**src/hdl/netp_pkg.sv**
```systemverilog
// Shared types and constants of the NE entry table parser.
package netp_pkg;

   localparam logic [0:0] CSR_TABLE_LENGTH  = 1'b0;
   localparam logic [0:0] CSR_SEGMENT_COUNT = 1'b1;

   localparam logic [7:0] IND_SKIP    = 8'h00;
   localparam logic [7:0] IND_MOVABLE = 8'hFF;

   localparam logic [2:0] FIXED_SIZE    = 3'd3;
   localparam logic [2:0] MOVABLE_SIZE  = 3'd6;
   localparam logic [2:0] FIXED_OFF_LO  = 3'd1;
   localparam logic [2:0] MOVABLE_OFF_LO = 3'd4;
   localparam logic [2:0] MOVABLE_SEG   = 3'd3;

   // Reciprocal of three scaled by 2^17; exact for all 16-bit dividends.
   localparam logic [32:0] DIV3_RECIP = 33'h0AAAB;
   localparam int          DIV3_SHIFT = 17;

   localparam int QUEUE_DEPTH = 4;

   typedef enum logic [2:0] {
      PH_COUNT     = 3'b001,
      PH_INDICATOR = 3'b010,
      PH_ENTRY     = 3'b100
   } phase_type;

   typedef struct packed {
      logic        kind;
      logic [15:0] ordinal_number;
      logic [7:0]  segment_number;
      logic [15:0] entry_offset;
      logic        is_movable;
      logic        last;
   } result_type;

   typedef struct packed {
      logic       first_valid;
      logic       second_valid;
      result_type first;
      result_type second;
   } push_type;

endpackage

```
**src/hdl/netp_parser.sv**
```systemverilog
// Parse state, configuration registers and per-byte result generation.
module netp_parser (
   input  logic              clock,
   input  logic              reset,
   input  logic              csr_we,
   input  logic [0:0]        csr_index,
   input  logic [15:0]       csr_wdata,
   input  logic              accept,
   input  logic [7:0]        data_byte,
   input  logic              end_of_data,
   output netp_pkg::push_type push
);

   logic [15:0]          table_length_ff, table_length_in;
   logic [15:0]          segment_count_ff, segment_count_in;
   logic [15:0]          max_ord_ff, max_ord_in;
   netp_pkg::phase_type  phase_ff, phase_in;
   logic [2:0]           bie_ff, bie_in;
   logic [7:0]           left_ff, left_in;
   logic [7:0]           ind_ff, ind_in;
   logic [15:0]          ord_ff, ord_in;
   logic [16:0]          pos_ff, pos_in;
   logic [7:0]           hseg_ff, hseg_in;
   logic [15:0]          hoff_ff, hoff_in;
   logic                 finished_ff, finished_in;

   logic [32:0] prod;
   logic        movable;
   logic [2:0]  size;
   logic [2:0]  off_lo;
   logic [2:0]  bie_next;
   logic [7:0]  seg;
   logic [7:0]  left_next;
   logic        end_flag;
   logic        bundle_done;
   logic        entry_ok;
   logic        entry_done;
   logic [15:0] entry_off;

   assign prod = 33'(csr_wdata) * netp_pkg::DIV3_RECIP;

   always_comb begin
      table_length_in  = table_length_ff;
      segment_count_in = segment_count_ff;
      max_ord_in       = max_ord_ff;
      if (csr_we) begin
         if (csr_index == netp_pkg::CSR_TABLE_LENGTH) begin
            table_length_in = csr_wdata;
            max_ord_in      = prod[netp_pkg::DIV3_SHIFT +: 16] + 16'd1;
         end else begin
            segment_count_in = csr_wdata;
         end
      end
   end

   always_comb begin
      phase_in    = phase_ff;
      bie_in      = bie_ff;
      left_in     = left_ff;
      ind_in      = ind_ff;
      ord_in      = ord_ff;
      pos_in      = pos_ff;
      hseg_in     = hseg_ff;
      hoff_in     = hoff_ff;
      finished_in = finished_ff;
      end_flag    = 1'b0;
      bundle_done = 1'b0;
      entry_ok    = 1'b0;
      entry_done  = 1'b0;
      movable     = (ind_ff == netp_pkg::IND_MOVABLE);
      size        = movable ? netp_pkg::MOVABLE_SIZE : netp_pkg::FIXED_SIZE;
      off_lo      = movable ? netp_pkg::MOVABLE_OFF_LO : netp_pkg::FIXED_OFF_LO;
      bie_next    = bie_ff + 3'd1;
      seg         = movable ? hseg_ff : ind_ff;
      left_next   = left_ff - 8'd1;
      entry_off   = {data_byte, hoff_ff[7:0]};

      if (accept && !finished_ff) begin
         case (phase_ff)
            netp_pkg::PH_COUNT: begin
               if (pos_ff >= {1'b0, table_length_ff} || data_byte == 8'd0) begin
                  end_flag = 1'b1;
               end else begin
                  left_in  = data_byte;
                  phase_in = netp_pkg::PH_INDICATOR;
               end
            end
            netp_pkg::PH_INDICATOR: begin
               ind_in = data_byte;
               if (data_byte == netp_pkg::IND_SKIP) begin
                  ord_in      = ord_ff + {8'd0, left_ff};
                  bundle_done = 1'b1;
               end else begin
                  ord_in   = ord_ff + 16'd1;
                  bie_in   = 3'd0;
                  phase_in = netp_pkg::PH_ENTRY;
               end
            end
            netp_pkg::PH_ENTRY: begin
               if (movable && bie_ff == netp_pkg::MOVABLE_SEG) begin
                  hseg_in = data_byte;
               end
               if (bie_ff == off_lo) begin
                  hoff_in = {8'd0, data_byte};
               end else if (bie_ff == off_lo + 3'd1) begin
                  hoff_in = entry_off;
               end
               bie_in = bie_next;
               if (bie_next >= size) begin
                  entry_done = 1'b1;
                  entry_ok = (ord_ff != 16'd0) && (ord_ff <= max_ord_ff) &&
                             (seg != 8'd0) && ({8'd0, seg} <= segment_count_ff);
                  bie_in  = 3'd0;
                  left_in = left_next;
                  if (left_next != 8'd0) begin
                     ord_in = ord_ff + 16'd1;
                  end else begin
                     bundle_done = 1'b1;
                  end
               end
            end
            default: begin
               phase_in = netp_pkg::PH_COUNT;
            end
         endcase

         if (!end_flag) begin
            pos_in = pos_ff + 17'd1;
         end
         if (bundle_done) begin
            phase_in = netp_pkg::PH_COUNT;
            if (pos_in >= {1'b0, table_length_ff}) begin
               end_flag = 1'b1;
            end
         end
         if (end_of_data) begin
            end_flag = 1'b1;
         end
         if (end_flag) begin
            finished_in = 1'b1;
         end
      end
   end

   always_comb begin
      push.first_valid  = 1'b0;
      push.second_valid = 1'b0;
      push.first        = '0;
      push.second       = '0;
      if (entry_done && entry_ok) begin
         push.first_valid          = 1'b1;
         push.first.kind           = 1'b0;
         push.first.ordinal_number = ord_ff;
         push.first.segment_number = seg;
         push.first.entry_offset   = entry_off;
         push.first.is_movable     = movable;
         push.first.last           = !end_flag;
         if (end_flag) begin
            push.second_valid          = 1'b1;
            push.second.kind           = 1'b1;
            push.second.ordinal_number = ord_in;
            push.second.last           = 1'b1;
         end
      end else if (end_flag) begin
         push.first_valid          = 1'b1;
         push.first.kind           = 1'b1;
         push.first.ordinal_number = ord_in;
         push.first.last           = 1'b1;
      end
   end

   always_ff @(posedge clock) begin
      if (reset) begin
         table_length_ff  <= '0;
         segment_count_ff <= '0;
         max_ord_ff       <= 16'd1;
         phase_ff         <= netp_pkg::PH_COUNT;
         bie_ff           <= '0;
         left_ff          <= '0;
         ind_ff           <= '0;
         ord_ff           <= '0;
         pos_ff           <= '0;
         hseg_ff          <= '0;
         hoff_ff          <= '0;
         finished_ff      <= 1'b0;
      end else begin
         table_length_ff  <= table_length_in;
         segment_count_ff <= segment_count_in;
         max_ord_ff       <= max_ord_in;
         phase_ff         <= phase_in;
         bie_ff           <= bie_in;
         left_ff          <= left_in;
         ind_ff           <= ind_in;
         ord_ff           <= ord_in;
         pos_ff           <= pos_in;
         hseg_ff          <= hseg_in;
         hoff_ff          <= hoff_in;
         finished_ff      <= finished_in;
      end
   end

endmodule

```
**src/hdl/netp_out_queue.sv**
```systemverilog
// Small result queue that takes up to two results per cycle and delivers one per cycle while out_ready is high.
module netp_out_queue (
   input  logic                 clock,
   input  logic                 reset,
   input  netp_pkg::push_type   push,
   output logic                 space,
   output logic                 out_valid,
   input  logic                 out_ready,
   output netp_pkg::result_type out_result
);

   localparam int AW = $clog2(netp_pkg::QUEUE_DEPTH);

   netp_pkg::result_type mem_ff [netp_pkg::QUEUE_DEPTH];
   logic [AW-1:0] head_ff, head_in;
   logic [AW-1:0] tail_ff, tail_in;
   logic [AW:0]   count_ff, count_in;
   logic          pop;
   logic [AW:0]   push_n;
   logic [AW-1:0] tail_next;

   assign out_valid  = (count_ff != '0);
   assign out_result = mem_ff[head_ff];
   assign pop        = out_valid && out_ready;
   assign space      = (count_ff <= (AW+1)'(netp_pkg::QUEUE_DEPTH - 2));
   assign tail_next  = tail_ff + AW'(1);
   assign push_n     = (AW+1)'(push.first_valid) + (AW+1)'(push.second_valid);

   always_comb begin
      head_in  = pop ? head_ff + AW'(1) : head_ff;
      tail_in  = tail_ff + push_n[AW-1:0];
      count_in = count_ff + push_n - (AW+1)'(pop);
   end

   always_ff @(posedge clock) begin
      if (push.first_valid) begin
         mem_ff[tail_ff] <= push.first;
      end
      if (push.second_valid) begin
         mem_ff[tail_next] <= push.second;
      end
   end

   always_ff @(posedge clock) begin
      if (reset) begin
         head_ff  <= '0;
         tail_ff  <= '0;
         count_ff <= '0;
      end else begin
         head_ff  <= head_in;
         tail_ff  <= tail_in;
         count_ff <= count_in;
      end
   end

endmodule

```
**src/hdl/ne_entry_table_parser.sv**
```systemverilog
// Top level of the NE entry table parser: byte stream in, entry and done words out.
//
// The req_ channel carries one entry table byte per word, starting at the first
// byte of the table; req_tlast marks the last byte of the data. The rsp_ channel
// carries one word per reported entry (rsp_tuser low) and one final done word
// (rsp_tuser high) with the total ordinal count; rsp_tlast marks the last word
// caused by an input byte. Table length and segment count must be written through
// the csr_ port while the block is idle; the block does not enforce this itself.
// Each byte is parsed in the cycle it is accepted, and its results are registered
// into the result queue and reach rsp_ behind any words already queued. One byte
// is accepted per cycle while req_tready is high; a byte can produce at most two
// words (entry and done), which is only possible on the final byte of a parse.
// A four-word result queue separates the two channels: req_tready stays high
// while at least two queue slots are free, so a stalled receiver only stops the
// input once fewer than two slots remain. After the done word, further bytes
// are accepted and dropped until reset. Reset clears the parse state, the queue
// and both configuration registers.
module ne_entry_table_parser (
   input  logic        clock,
   input  logic        reset,
   input  logic        csr_we,
   input  logic [0:0]  csr_index,
   input  logic [15:0] csr_wdata,
   input  logic        req_tvalid,
   output logic        req_tready,
   input  logic [7:0]  req_tdata,   // data_byte
   input  logic        req_tlast,   // end_of_data
   output logic        rsp_tvalid,
   input  logic        rsp_tready,
   output logic [47:0] rsp_tdata,   // ordinal_number, segment_number, entry_offset, is_movable
   output logic        rsp_tuser,   // kind
   output logic        rsp_tlast    // last
);

   netp_pkg::push_type   push;
   netp_pkg::result_type result;
   logic                 accept;

   assign accept = req_tvalid && req_tready;

   netp_parser u_parser (
      .clock       (clock),
      .reset       (reset),
      .csr_we      (csr_we),
      .csr_index   (csr_index),
      .csr_wdata   (csr_wdata),
      .accept      (accept),
      .data_byte   (req_tdata),
      .end_of_data (req_tlast),
      .push        (push)
   );

   netp_out_queue u_queue (
      .clock      (clock),
      .reset      (reset),
      .push       (push),
      .space      (req_tready),
      .out_valid  (rsp_tvalid),
      .out_ready  (rsp_tready),
      .out_result (result)
   );

   assign rsp_tdata = {7'd0, result.is_movable, result.entry_offset,
                       result.segment_number, result.ordinal_number};
   assign rsp_tuser = result.kind;
   assign rsp_tlast = result.last;

endmodule
```
**config.mk**
```make
export PLATFORM = sky130hd
export DESIGN_NAME = ne_entry_table_parser
export DESIGN_NICKNAME = d
export VERILOG_FILES = /design/src/hdl/netp_pkg.sv /design/src/hdl/netp_parser.sv /design/src/hdl/netp_out_queue.sv /design/src/hdl/ne_entry_table_parser.sv
export SDC_FILE = /design/constraint.sdc
export NUM_CORES = 1
export LEC_CHECK = 0
export BUFFER_PORTS_ARGS = -buffer_cell sky130_fd_sc_hd__buf_4
export CAP_MARGIN = 20
export CORE_MARGIN = 4
export CORE_UTILIZATION = 30
export DETAILED_ROUTE_END_ITERATION = 7
export GPL_TIMING_DRIVEN = 0
export PLACE_DENSITY = 0.52
export SLEW_MARGIN = 20
export SYNTH_ARGS = -nofsm -noshare
export SYNTH_HDL_FRONTEND = slang
export SYNTH_SLANG_ARGS = --single-unit
export TNS_END_PERCENT = 20
```
**constraint.sdc**
```tcl
create_clock -name clock -period 20.4 [get_ports clock]
set_input_delay 2.04 -clock clock [delete_from_list [all_inputs] [get_ports clock]]
set_output_delay 2.04 -clock clock [all_outputs]
set_load 0.05 [all_outputs]
```
# Yosys cells after proc, flatten, opt, wreduce, memory -nomap -nowiden
# Memory sizes are Yosys's and may differ from the RTL's. A register that Yosys moved wholly into a read port is not among the register bits.
# Index checks and enable logic that the tools add are counted.
# totals
mem_count	1
rom_bits	0
in_bits	31
mem_bits_rw	172
latch_bits	0
register_bits	127
# classes
div	0
mul	1
n_mux	54
shift	0
eq_ne	12
reduce_logical	27
magnitude_cmp	6
bitwise_logic	1
n_addsub	12
# memory_table
name	depth	width	rd	rd_ports_with_merged_regs	wr	line_no	rtl
u_queue.mem_ff	4	43	1	1	2	netp_out_queue.sv:14	netp_pkg::result_type mem_ff [netp_pkg::QUEUE_DEPTH];
# ops
op	n
$mux W17	5
$mux W16	4
$ge A17 B16 Y1	2
$mul A16 B16 Y32 const B	1
$mux W8	4
$pmux W16 S2	1
$mux W1	26
$mux W25	1
$mux W3	7
$add A17 B1 Y17 const B	1
$add A15 B1 Y16 const B	1
$add A16 B1 Y16 const B	1
$add A16 B8 Y16	1
$le A16 B16 Y1	1
$le A8 B16 Y1	1
$pmux W8 S2	1
$reduce_bool A16 Y1	1
$reduce_bool A8 Y1	2
$pmux W3 S3	1
$reduce_and A3 Y1	3
$eq A8 B8 Y1 const B	1
$logic_and A1 B1 Y1	8
$logic_not A8 Y1	1
$reduce_and A2 Y1	4
other kinds (25)	34

# Longest topological paths before layout
# logic_depth
word_depth	18
mapped_depth	29
depth_no_buf	26

# Cells and area by module
# A second synthesis with hierarchy kept.
# hier_totals
hier_cells	2080
area_unflattened_um2	21847.2
# modules_own_cells
mod	seq_area_each_um2	n_inst	cells_per_inst	area_each_um2
netp_parser	2402.3	1	1606	13032.5
netp_out_queue	5345.1	1	465	8752.1
ne_entry_table_parser	0.0	1	9	62.6

# Worst setup path before layout
# OpenSTA, ideal clock, no wires.
# synth_timing
kind	input port to flip-flop
startpoint	input csr_wdata[1]
endpoint	register u_parser.max_ord_ff[14]
n_path_buf	0
arrival_time_ns	7.738
stages	20
path_slack_ns	12.571
path_cell_list	ha_1 > inv_1 > fa_1 > fa_1 > inv_1 > fa_1 > fa_1 > fa_1 > ha_1 > and4_4 > nand3_1 > a211o_1 > nand3_1 > xnor2_1 > inv_1 > ha_1 > or4b_4 > nor4_4 > nand4b_1 > a311oi_1
# synth_between
elab_chain_len	2
# synth_rtl
item	line_no	rtl
start: declaration	ne_entry_table_parser.sv:23	input logic [15:0] csr_wdata,
$mul A16 B16 Y32	netp_parser.sv:40	assign prod = 33'(csr_wdata) * netp_pkg::DIV3_RECIP;
$add A15 B1 Y16	netp_parser.sv:49	max_ord_in = prod[netp_pkg::DIV3_SHIFT +: 16] + 16'd1;
end signal: assignment	netp_parser.sv:189	max_ord_ff <= max_ord_in;
end: declaration	netp_parser.sv:16	logic [15:0] max_ord_ff, max_ord_in;
# No other way between the ends.
# A chain may end at the register's enable or synchronous reset.

==> impl_metrics.json <==
{
  "status": "finished clean",
  "tightestPinTransition_ns": 1.04,
  "yosysWarningCount": 0,
  "numPortBuffers": 75,
  "synth.area.mux_share": 0.0529,
  "worstPathRequired_ns": 20.53,
  "skew_ns": 0.0340,
  "dieArea_um2": 73700,
  "max_freq_mhz": 103,
  "finalCritPeriodShare": 0.475,
  "drtIter0Drc": 1398,
  "ctsHoldBuffers": 0,
  "gp_congestion": 0.885,
  "arrival_ns": 9.82,
  "final_cells": 3406,
  "grt_pass1_vias": 17400,
  "num_vias": 17500,
  "cts_resized": 0,
  "intPower_mw": 1.76,
  "grtUsageTotal": 0.167,
  "synth_compound_area_frac": 0.154,
  "p_sw_frac": 0.453,
  "ir_drop_mv": 0.134,
  "root_buffer": "clkbuf_16",
  "via_per_inst": 5.15,
  "seq_area_frac_synth": 0.324,
  "dr.pass1.iters": 7,
  "grt_overflow": 0,
  "synth_top_family_by_area": "adder cells",
  "cp-start-kind": "primary input",
  "htree_levels": 2,
  "ios": 83,
  "place_ws_ns": 10.13,
  "layout_common_cells": "nand2_1, dfxtp_1, inv_1, ha_1, o21ai_0",
  "synth_cell_types": 94,
  "synth-edff-count": 72,
  "totalWireLength_um": 63000,
  "p_leak_nw": 9.57,
  "coreArea_um2": 68700,
  "grt_pass1_wl_um": 99000,
  "fin_crit_ns": 9.69,
  "syn_avg_cell_area_um2": 8.93,
  "fin_tns_setup_ns": 0,
  "fin_ws_ns": 10.71,
  "dp_cells": 3345,
  "rsz0062_at_grt": "no",
  "end_kind": "flip-flop",
  "finalHoldViolCount": 0,
  "drcViolationCount": 0,
  "synthCells": 2333,
  "postCtsSetupRepairBufs": 0,
  "clkTransAtPathRegs_ns": 0.06,
  "hpwl_um": 49200,
  "area.growth.synth_to_final_pct": 13.8,
  "fin_util": 0.345,
  "initial_core_util": 0.303,
  "die_w_um": 272,
  "tritoncts": "yes",
  "synthAdderAreaFrac": 0.206,
  "relSlewSlack": 0.304,
  "layout_commonest_cell": "nand2_1",
  "syn-cell-area_um2": 20800,
  "drive_gt1_frac": 0.0941,
  "die_y_um": 272,
  "worst_skew_pair.late_latency_ns": 0.55,
  "report.final.slew_viol_count": 0,
  "antenna_found_initial": 0,
  "drv_cap": 0,
  "n_antenna_cell": 0,
  "ys.flop_type": "dfxtp_1",
  "path_class": "in -> reg",
  "cts_sinks": 301,
  "placementRows": 96,
  "grt_max_degree": 19,
  "hold_class": "reg -> reg",
  "async_flop_share": 0,
  "combPwrFrac": 0.602,
  "nNetsFinal": 2774,
  "p_sw_mw": 1.46,
  "p_per_area_nw_per_um2": 136,
  "ant_nets": 0,
  "power.share.clock": 0.190,
  "path_max_fanout": 18,
  "synthSimpleGateAreaFrac": 0.171,
  "setup_violations": 0,
  "numCtsBuffers": 35,
  "cts_buffer_depth": 3,
  "p_seq_frac": 0.208,
  "post_drt_wl_per_cell_um": 18.5,
  "fillers": 7178,
  "synth_xor_area_frac": 0.0282,
  "synth_seq_cells": 301,
  "power_mw": 3.21
}
## metal layers
layer	track usage	share of wire
met1	0.233	0.46
met2	0.279	0.47
met3	0.0234	0.055
met4	0.0305	0.016
met5	0	0
## cell type report
class	instances	area (um^2)	share of cell area
inverters	220	826	0.0348
well taps	931	1160	0.0492
plain buffers	113	513	0.0216
flip-flops and latches	301	6750	0.285
multi-input cells	1705	12800	0.539
clock inverters	17	164	0.00692
clock buffers	44	940	0.0396
repair buffers	75	563	0.0238
## through the flow
step | hold slack, ns | cell area (um^2)
2_1_floorplan | 0.420 | 20900
3_3_place_gp | 0.429 | 22600
5_1_grt | 0.470 | 23700
6_report | 0.448 | 23700
4_1_cts | 0.451 | 23700
3_5_place_dp | 0.437 | 22600
## final timing paths
check | from | slack [ns] | cells after the start | endpoint
hold reg to reg | u_queue.mem_ff[3][25] | 0.45 | 2 | u_queue.mem_ff[3][25]
hold / removal | u_queue.mem_ff[3][25] | 0.45 | 2 | u_queue.mem_ff[3][25]
setup reg to reg | u_parser.pos_ff[14] | 11.86 | 24 | u_queue.mem_ff[1][37]
setup / recovery | req_tdata[1] | 10.71 | 25 | u_queue.mem_ff[1][37]
## state kept, by name (all words and copies together), names as in the netlist, 8 cells and up, named ones only
register and flops:
u_parser.table_length_ff 16, u_parser.ind_ff 8, u_parser.ord_ff 16, u_parser.hseg_ff 8
u_queue.mem_ff 172, u_parser.segment_count_ff 16, u_parser.left_ff 8, u_parser.pos_ff 17
u_parser.max_ord_ff 16, u_parser.hoff_ff 8
## logic make-up (layout without fill, tap and decap cells)
kind of cell	count (synthesis)	count (layout)
DFF	301	301
AOI/OAI and AO/OA	519	519
buffers and inverters	333	469
muxes	56	56
adders and majority gates	292	292
xor gates and xnor gates	67	67
and+or+nand+nor	764	764
other	1	7
## synth_stat cells (all sizes together) (7+ instances only)
| cell | instances | area (um^2) |
|---|---|---|
| nand2 | 364 | 1370 |
| dfxtp | 229 | 4580 |
| inv | 220 | 826 |
| ha | 208 | 2600 |
| o21ai | 208 | 1040 |
| nor2 | 138 | 518 |
| a21oi | 126 | 634 |
| clkbuf | 85 | 329 |
| fa | 84 | 1680 |
| edfxtp | 72 | 2160 |
| nand3 | 45 | 225 |
| xnor2 | 44 | 385 |
| mux4 | 43 | 968 |
| nand4 | 34 | 219 |
| nor3 | 33 | 165 |
| buf | 28 | 184 |
| a21o | 26 | 205 |
| xor2 | 23 | 201 |
| and2 | 21 | 131 |
| a211oi | 20 | 168 |
| a22o | 19 | 166 |
| and3 | 19 | 125 |
| or3 | 18 | 114 |
| nor2b | 16 | 100 |
| nor4 | 12 | 90.1 |
| o211ai | 12 | 90.1 |
| mux2i | 11 | 110 |
| nand2b | 11 | 68.8 |
| a22oi | 10 | 75.1 |
| nand3b | 9 | 67.6 |
| o21a | 9 | 67.6 |
| o22ai | 9 | 56.3 |
| and4 | 8 | 76.3 |
| o31ai | 8 | 60.1 |
| o311ai | 7 | 78.8 |
## worst max-delay path: stages
cell and delay (ns):
buf_4 0.16, nor4_1 0.08, and2_1 0.25, a2111oi_0 0.59, inv_1 0.08, o21bai_1 0.42, buf_2 0.37, nand4_1 0.32
nor2_1 0.21, xor2_1 0.20, ha_1 0.29, a21o_1 0.18, o311ai_0 0.67, nand3_1 0.14, mux2i_1 0.51, a21oi_1 0.32
buf_2 0.26, inv_1 0.12, ha_1 0.32, nor2_1 0.11, and2_1 0.16, clkbuf_1 0.22, nor2_1 0.54, clkbuf_1 0.59
inv_1 0.61
## power by group through the flow
stage	clock network, mW	logic, mW	registers [mW]
2_1_floorplan	0	1.47	0.672
3_3_place_gp	0	1.89	0.679
4_1_cts	0.626	1.93	0.667
5_1_grt	0.653	2.16	0.672
3_5_place_dp	0	1.92	0.680
6_report	0.611	1.93	0.668
No activity file was read; power rests on OpenSTA's default activity.
